`src/rtl/dvg_pkg.sv`:
```
package dvg_pkg;

  localparam int TABLE_ENTRIES = 16384;
  localparam int SLOT_W        = $clog2(TABLE_ENTRIES);
  localparam int HASH_BUCKETS  = 32768;
  localparam int HASH_W        = $clog2(HASH_BUCKETS);
  localparam int KEY_W         = 27;
  localparam int EPOCH_W       = 8;
  localparam logic [31:0] HASH_MULT = 32'd2654435761;

  localparam int CFG_IDX_W = 3;
  localparam logic [CFG_IDX_W-1:0] CFG_MAX_DEPTH = 3'd0;
  localparam logic [CFG_IDX_W-1:0] CFG_INV_FOCAL = 3'd1;
  localparam logic [CFG_IDX_W-1:0] CFG_CENTER_COL = 3'd2;
  localparam logic [CFG_IDX_W-1:0] CFG_CENTER_ROW = 3'd3;
  localparam logic [CFG_IDX_W-1:0] CFG_INV_VOXEL = 3'd4;
  localparam logic [CFG_IDX_W-1:0] CFG_GRID_SIDE = 3'd5;
  localparam logic [CFG_IDX_W-1:0] CFG_COLOR_EN = 3'd6;

  typedef struct packed {
    logic [15:0] max_depth;
    logic [23:0] inv_focal;
    logic [11:0] center_col_half;
    logic [11:0] center_row_half;
    logic [15:0] inv_voxel;
    logic [9:0]  grid_side;
    logic        color_enable;
  } cfg_t;

  typedef struct packed {
    logic signed [20:0] x;
    logic signed [20:0] y;
    logic [19:0]        z;
    logic [KEY_W-1:0]   key;
    logic [HASH_W-1:0]  hash;
  } proj_res_t;

  typedef struct packed {
    logic [SLOT_W-1:0] slot;
    logic              fresh;
    logic              full;
  } hash_res_t;

  typedef struct packed {
    logic [SLOT_W-1:0]  slot;
    logic               fresh;
    logic               full;
    logic signed [20:0] x;
    logic signed [20:0] y;
    logic [19:0]        z;
    logic [23:0]        rgb;
  } acc_req_t;

  typedef struct packed {
    logic signed [27:0] sx;
    logic signed [27:0] sy;
    logic [28:0]        sz;
    logic [7:0]         cnt;
    logic [23:0]        rgb;
  } acc_res_t;

  typedef struct packed {
    logic signed [20:0] mx;
    logic signed [20:0] my;
    logic [19:0]        mz;
  } div_res_t;

endpackage

```
`src/rtl/dvg_div.sv`:
```
module dvg_div (
  input  logic              clk,
  input  logic              rst_n,
  input  logic              start,
  input  dvg_pkg::acc_res_t acc,
  output logic              done,
  output dvg_pkg::div_res_t res
);
  import dvg_pkg::*;

  localparam int LANES   = 3;
  localparam int DIV_W   = 30;
  localparam logic [4:0] LAST_STEP = 5'(DIV_W - 1);

  localparam logic [1:0] D_IDLE = 2'd0;
  localparam logic [1:0] D_RUN  = 2'd1;
  localparam logic [1:0] D_FIN  = 2'd2;

  logic [1:0]       st_r;
  logic [4:0]       cyc_r;
  logic             done_r;
  logic [DIV_W-1:0] dq_r  [LANES];
  logic [7:0]       rem_r [LANES];
  logic [LANES-1:0] neg_r;
  logic [7:0]       cnt_r;
  div_res_t         res_r;

  logic [DIV_W-1:0] dq_nxt  [LANES];
  logic [7:0]       rem_nxt [LANES];
  logic [8:0]       trial   [LANES];
  logic [27:0]      absx, absy;

  function automatic logic signed [20:0] sat_s21(input logic [DIV_W-1:0] q, input logic neg);
    logic [DIV_W-1:0] nq;
    nq = -q;
    if (neg) begin
      if (q > DIV_W'(1048576)) return -21'sd1048576;
      return $signed(nq[20:0]);
    end
    if (q > DIV_W'(1048575)) return 21'sd1048575;
    return $signed(q[20:0]);
  endfunction

  assign absx = acc.sx[27] ? (~acc.sx + 28'd1) : acc.sx;
  assign absy = acc.sy[27] ? (~acc.sy + 28'd1) : acc.sy;

  always_comb begin
    for (int i = 0; i < LANES; i++) begin
      trial[i] = {rem_r[i], dq_r[i][DIV_W-1]};
      if (trial[i] >= {1'b0, cnt_r}) begin
        rem_nxt[i] = 8'(trial[i] - {1'b0, cnt_r});
        dq_nxt[i]  = {dq_r[i][DIV_W-2:0], 1'b1};
      end else begin
        rem_nxt[i] = trial[i][7:0];
        dq_nxt[i]  = {dq_r[i][DIV_W-2:0], 1'b0};
      end
    end
  end

  always_ff @(posedge clk) begin
    if (!rst_n) begin
      st_r   <= D_IDLE;
      cyc_r  <= '0;
      done_r <= 1'b0;
    end else begin
      done_r <= 1'b0;
      unique case (st_r)
        D_IDLE: begin
          cyc_r <= '0;
          if (start) st_r <= D_RUN;
        end
        D_RUN: begin
          cyc_r <= cyc_r + 5'd1;
          if (cyc_r == LAST_STEP) st_r <= D_FIN;
        end
        D_FIN: begin
          done_r <= 1'b1;
          st_r   <= D_IDLE;
        end
        default: st_r <= D_IDLE;
      endcase
    end
  end

  // magnitudes carry half the divisor so truncation rounds halves away from zero
  always_ff @(posedge clk) begin
    if (st_r == D_IDLE && start) begin
      dq_r[0]  <= {2'd0, absx} + {23'd0, acc.cnt[7:1]};
      dq_r[1]  <= {2'd0, absy} + {23'd0, acc.cnt[7:1]};
      dq_r[2]  <= {1'b0, acc.sz} + {23'd0, acc.cnt[7:1]};
      rem_r[0] <= '0;
      rem_r[1] <= '0;
      rem_r[2] <= '0;
      neg_r    <= {1'b0, acc.sy[27], acc.sx[27]};
      cnt_r    <= acc.cnt;
    end else if (st_r == D_RUN) begin
      for (int i = 0; i < LANES; i++) begin
        dq_r[i]  <= dq_nxt[i];
        rem_r[i] <= rem_nxt[i];
      end
    end
    if (st_r == D_FIN) begin
      res_r.mx <= sat_s21(dq_r[0], neg_r[0]);
      res_r.my <= sat_s21(dq_r[1], neg_r[1]);
      res_r.mz <= (dq_r[2] > DIV_W'(1048575)) ? 20'hFFFFF : dq_r[2][19:0];
    end
  end

  assign done = done_r;
  assign res  = res_r;

endmodule
```
`config.mk`:
```
export PLATFORM = sky130hd
export DESIGN_NAME = dvg_div
export DESIGN_NICKNAME = d
export VERILOG_FILES = /design/src/rtl/dvg_pkg.sv /design/src/rtl/dvg_div.sv
export SDC_FILE = /design/constraint.sdc
export NUM_CORES = 1
export LEC_CHECK = 0
export BUFFER_PORTS_ARGS = -buffer_cell sky130_fd_sc_hd__buf_4
export CELL_PAD_IN_SITES_DETAIL_PLACEMENT = 1
export CELL_PAD_IN_SITES_GLOBAL_PLACEMENT = 1
export CORE_ASPECT_RATIO = 1.4
export CORE_MARGIN = 1.5
export CORE_UTILIZATION = 40
export CTS_CLUSTER_SIZE = 12
export DETAILED_ROUTE_END_ITERATION = 10
export PLACE_DENSITY_LB_ADDON = 0.1
export SKIP_LAST_GASP = 1
export SLEW_MARGIN = 15
export SYNTH_ARGS = -nofsm -noshare
export SYNTH_HDL_FRONTEND = slang
export SYNTH_SLANG_ARGS = --single-unit
```
`constraint.sdc`:
```
create_clock -name clk -period 3.7 [get_ports clk]
set_input_delay 0 -clock clk [delete_from_list [all_inputs] [get_ports clk]]
set_output_delay 0 -clock clk [all_outputs]
set_load 0.01 [all_outputs]
```
=== After elaboration in Yosys (flattened, before gate mapping) ===
Memory sizes are Yosys's and may differ from the RTL's.
Index checks and enable logic that the tools add are counted.

* Output and inout port bits: 63
* Memory bits (writable): 114
* Bits in registers: 80
* Input bits: 120
* Memories kept: 2

* Equal/unequal tests: 5
* Mux-type cells: 52
* Reduce and logical (&&, ||, !) cells: 4
* Add/subtract/negate cells: 11
* Order comparisons: 8
* Bitwise operators: 8

{| class="wikitable"
|+ Memory list
! memory !! depth !! bits a word !! rd ports !! clocked after Yosys merged registers in !! write ports !! line !! text
|-
| dq_r || 3 || 30 || 3 || 0 || 3 || dvg_div.sv:22 || <nowiki>logic [DIV_W-1:0] dq_r [LANES];</nowiki>
|-
| rem_r || 3 || 8 || 3 || 0 || 3 || dvg_div.sv:23 || <nowiki>logic [7:0] rem_r [LANES];</nowiki>
|}

{| class="wikitable"
|+ Operators by type and width
! cell !! count
|-
| 21-bit 2-to-1 mux || 12
|-
| 30-bit by 20-bit > comparator with 1-bit output, second input constant || 3
|-
| 30-bit 2-to-1 mux || 3
|-
| 30-bit by 21-bit > comparator with 1-bit output, second input constant || 2
|-
| 28-bit by 7-bit adder with 29-bit output || 2
|-
| 28-bit by 1-bit adder with 28-bit output, second input constant || 2
|-
| 28-bit 2-to-1 mux || 2
|-
| 28-bit NOT || 2
|-
| 8-bit 2-to-1 mux || 6
|-
| 21-bit negator || 2
|-
| 29-bit by 7-bit adder with 30-bit output || 1
|-
| 9-bit by 8-bit >= comparator with 1-bit output || 3
|-
| 1-bit 2-to-1 mux || 25
|-
| 8-bit subtractor || 3
|-
| 5-bit one-hot mux with 2 select lines || 1
|-
| 1-bit bitwise OR || 6
|-
| 5-bit by 1-bit adder with 5-bit output, second input constant || 1
|-
| 5-bit equality test, second input constant || 1
|-
| 2-bit 2-to-1 mux || 2
|-
| 2-bit != test, second input constant || 2
|-
| 2-bit one-hot mux with 2 select lines || 1
|-
| 2-bit by 1-bit equality test with 1-bit output, second input constant || 1
|-
| 2-bit equality test, second input constant || 1
|-
| 2-bit zero test || 1
|-
| other kinds (3) || 3
|}

=== Logic depth before layout (Yosys ltp) ===
An unclocked memory read counts as a cell.

* Word-level depth: 10
* Gate-level depth with buffers: 15
* Mapped depth without buffers: 14

=== Least setup slack after synthesis ===
Ideal clock, no wire load.

* Path kind: reg-to-reg
* Start point: register st_r[1]
* End point: register res[0] (netlist name)
* Path slack: -10 ps
* Cell stages (with the launch flop): 2
* Arrival time: 3220 ps
* Path buffers: 0
* Data required time: 3209 ps
* Library setup time: 491 ps
* Cell sequence: dfxtp_1 nor2b_1

* Cells in the longest elaborated chain, start to end: 1

{| class="wikitable"
|+ Ends and longest elaborated chain
! element !! line !! text
|-
| from (decl) || dvg_div.sv:19 || <nowiki>logic [1:0] st_r;</nowiki>
|-
| from (signal assigned) || dvg_div.sv:62 || <nowiki>st_r <= D_IDLE;</nowiki>
|-
| from (signal assigned) || dvg_div.sv:70 || <nowiki>if (start) st_r <= D_RUN;</nowiki>
|-
| from (signal assigned) || dvg_div.sv:74 || <nowiki>if (cyc_r == LAST_STEP) st_r <= D_FIN;</nowiki>
|-
| 2-bit equality test || dvg_div.sv:102 || <nowiki>if (st_r == D_FIN) begin</nowiki>
|}

Every way passes these cells.
A chain may end at the register's enable or synchronous reset.

==> out/qor.csv <==
metric,value,unit
path_max_fanout,17,
final_layout_size_suffix_gt1_share,17.3,%
max_cap_violations,0,
initial_core_util,40.6,%
rsz0062_at_grt,no,
synth_fp_nets,1599,
num_antenna_cells,0,
critPathBufInv,2,
endpoint_kind,register,
synth-seq-area-share,42.6,%
hold_class,in -> reg,
syn_inst,1422,
drtIter0Drc,425,
worst_slew_margin_rel,35.3,%
vias_per_cell,5.51,
clock_latency,0.46,ns
vdd_drop_max,0.290,mV
powerDensity,388,nW/um2
ys_ff_latch,194,
coreArea,33200,um2
grt_pass1_wl,60500,um
path_cells,"inv_1, ha_1, or3b_1, or4_1, nor4_4, nand2_1, a21o_1, inv_2, nand2_2, o311ai_0",
syn_area_per_cell,9.49,um2
die_w,158,um
routed_wl,37900,um
timing.final.crit_share,92.3,%
regArea,5750,um2
worst-slew-pin-transition,0.970,ns
numCtsBuffers,17,
multi_input_area,7200,um2
fin_skew,0.0117,ns
drc_errors,0,
cp_top_family,simple AND/OR/NAND/NOR gates,
die_y,220,um
slew_viol_final,0,
finalSetupViolCount,0,
grtUsageTotal,22.2,%
leakage,6.03,nW
antenna_found_initial,0,
hold_ws,0.0245,ns
slowest_stage,or4_1,
critPathKind,reg -> reg,
boundaryPins,183,
critPathLaunchType,register,
place.gp.congestion,0.867,
status,completed,
synth_edf_count,186,
ys.flop_type,edfxtp_1,
htreeDepth,4,
dieArea,34900,um2
cts_buffer_depth,2,
post-cts-setup-buffers,0,
nNetsFinal,1773,
async_flop_share,0,%
wl_per_cell,18.5,um
dp_hpwl,28500,um
dr.pass1.iters,4,
critPathMaxStageDelay,0.56,ns
grt_pass1_vias,11700,
fmax,293,MHz
tns,0,ns
clk_pin_slew,0.07,ns
synthesis.area,13500,um2
fill_cells,3847,
area_delta_synth_final,19.2,%
tritoncts,built,
hold_viol,0,
clock-sinks,194,
ant_nets,0,
num_vias,11300,
cp.required,3.94,ns
root_buffer,clkbuf_16,
synth_cell_types,87,
yosysWarnings,0,
fp-row-count,79,
cp.arrival,3.66,ns
io_buffers,158,
min_period,3.42,ns
grt_overflow,0,
grt_max_degree,94,
-- sequential cells by signal (all words and copies together) (netlist names) --
name and count:
cyc_r 5, cnt_r 8, res 62, done 1
rem_r 24, st_r 2, dq_r 90, neg_r 2
-- cell families after synthesis --
kind of cell	share of synthesized area [%]
buf+inv	4.39
compound gates	16.6
flops	42.6
xor+xnor	8.11
mux	1.45
fa+ha+maj	5.62
simple gates	21.3
-- layout by cell type (no fill, tap or decap), types with 8 or more instances in the layout --
master / instances
a21o_1: 10
a21oi_1: 65
and3_1: 11
buf_4: 186
clkbuf_16: 17
dfxtp_1: 8
dlygate4sd3_1: 32
edfxtp_1: 186
ha_1: 51
inv_1: 72
mux2i_1: 15
nand2_1: 139
nand2b_1: 19
nand3_1: 33
nand4_1: 16
nor2_1: 129
nor2b_1: 20
nor3_1: 37
nor4_1: 23
o21ai_0: 120
o311ai_0: 12
o311ai_1: 23
o31ai_1: 18
o41ai_1: 16
or2_2: 30
or3_1: 24
or4_1: 17
xnor2_1: 75
xor2_1: 50
-- worst paths after layout --
kind,depth (start not counted),startpoint,slack (ns),end
worst max-delay path,10,dq_r[0][30],0.28,res[33]
worst min-delay path,3,acc[115],0.02,dq_r[0][27]
worst max register to register,10,dq_r[0][30],0.28,res[33]
worst min register to register,2,cyc_r[4],0.54,cyc_r[4]
-- where the power goes --
| part | internal, W | total (W) | leakage [nW] | switching (W) |
|---|---|---|---|---|
| registers | 0.00269 | 0.00288 | 1.91 | 0.000188 |
| clock network | 0.00105 | 0.00188 | 0.277 | 0.000832 |
| logic | 0.000634 | 0.00148 | 3.84 | 0.000847 |
| total | 0.00437 | 0.00624 | 6.03 | 0.00187 |
-- Yosys cell counts, types with 5 or more instances --
master    count  area (um2)
nand4_1      16         100
o41ai_1      16         140
nor4_1       24         150
dfxtp_1       8         160
a21oi_1      65         325
a21o_1       10        75.1
edfxtp_1    186        5590
xor2_1       50         438
inv_1        72         270
o311ai_1     19         166
mux2i_1      15         150
buf_2         5        25.0
nand3_1      33         165
nand2b_1     20         125
buf_4         5        37.5
a31oi_1       5        31.3
and3_1       11        68.8
or2_2        31         194
o21a_1        6        45.0
nor2_1      129         484
nor2b_1      22         138
o31ai_1      18         135
o211ai_1      7        52.6
and2_1        7        43.8
fa_1          6         120
nor3_1       37         185
buf_6         7        78.8
or3b_1        5        43.8
or4_1        17         128
a21boi_0      7        52.6
ha_1         51         638
clkbuf_1     43         161
o311ai_0     16         140
nor3b_1       8        60.1
or3_1        24         150
nand2_1     139         522
a211oi_1      7        52.6
xnor2_1      75         657
o21ai_0     120         601
-- layer usage --
| metal | global-route usage, % | vias up | routed length (um) | share of wire (%) |
|---|---|---|---|---|
| li1 | - | 5598 | - | - |
| met1 | 27.3 | 5487 | 16600 | 44 |
| met2 | 40.3 | 182 | 19600 | 52 |
| met3 | 3.11 | 31 | 1280 | 3.4 |
| met4 | 5.92 | 0 | 548 | 1.4 |
| met5 | 0 | - | 0 | 0 |
-- area by class of cell --
| type | instances | share of cell area, % |
|---|---|---|
| clock inverters | 11 | 0.879 |
| inverters | 73 | 1.70 |
| clock buffers | 18 | 2.67 |
| multi-input cells | 1091 | 44.8 |
| flip-flops and latches | 194 | 35.7 |
| repair buffers | 219 | 10.8 |
| well taps | 445 | 3.46 |
-- worst min-delay path: stages --
cell and delay [ns]:
buf_4 0.09, or4_1 0.13, a31oi_1 0.09
-- metrics by stage --
stage / total power (W) / std cells / instance area (um2) / utilization, % / setup WS [ns]
floorplan: 0.00387 / 1422 / 13500 / - / 0.422
global placement: 0.00432 / 1990 / 15200 / 45.7 / 0.264
detailed placement: 0.00438 / 1990 / 15200 / 45.7 / 0.0697
CTS: 0.00629 / 2051 / 16100 / 48.4 / 0.00891
global route: 0.00655 / 2051 / 16100 / 48.4 / 0.0102
finish: 0.00624 / 2051 / 16100 / 48.4 / 0.284
-- timing repair --
item	4_1_cts	5_1_grt
hold buffers	32	0
endpoints found under the setup margin	0	17
resized for setup	0	6
endpoints found under the hold margin	40	0
(Power assumes the default switching activity.)
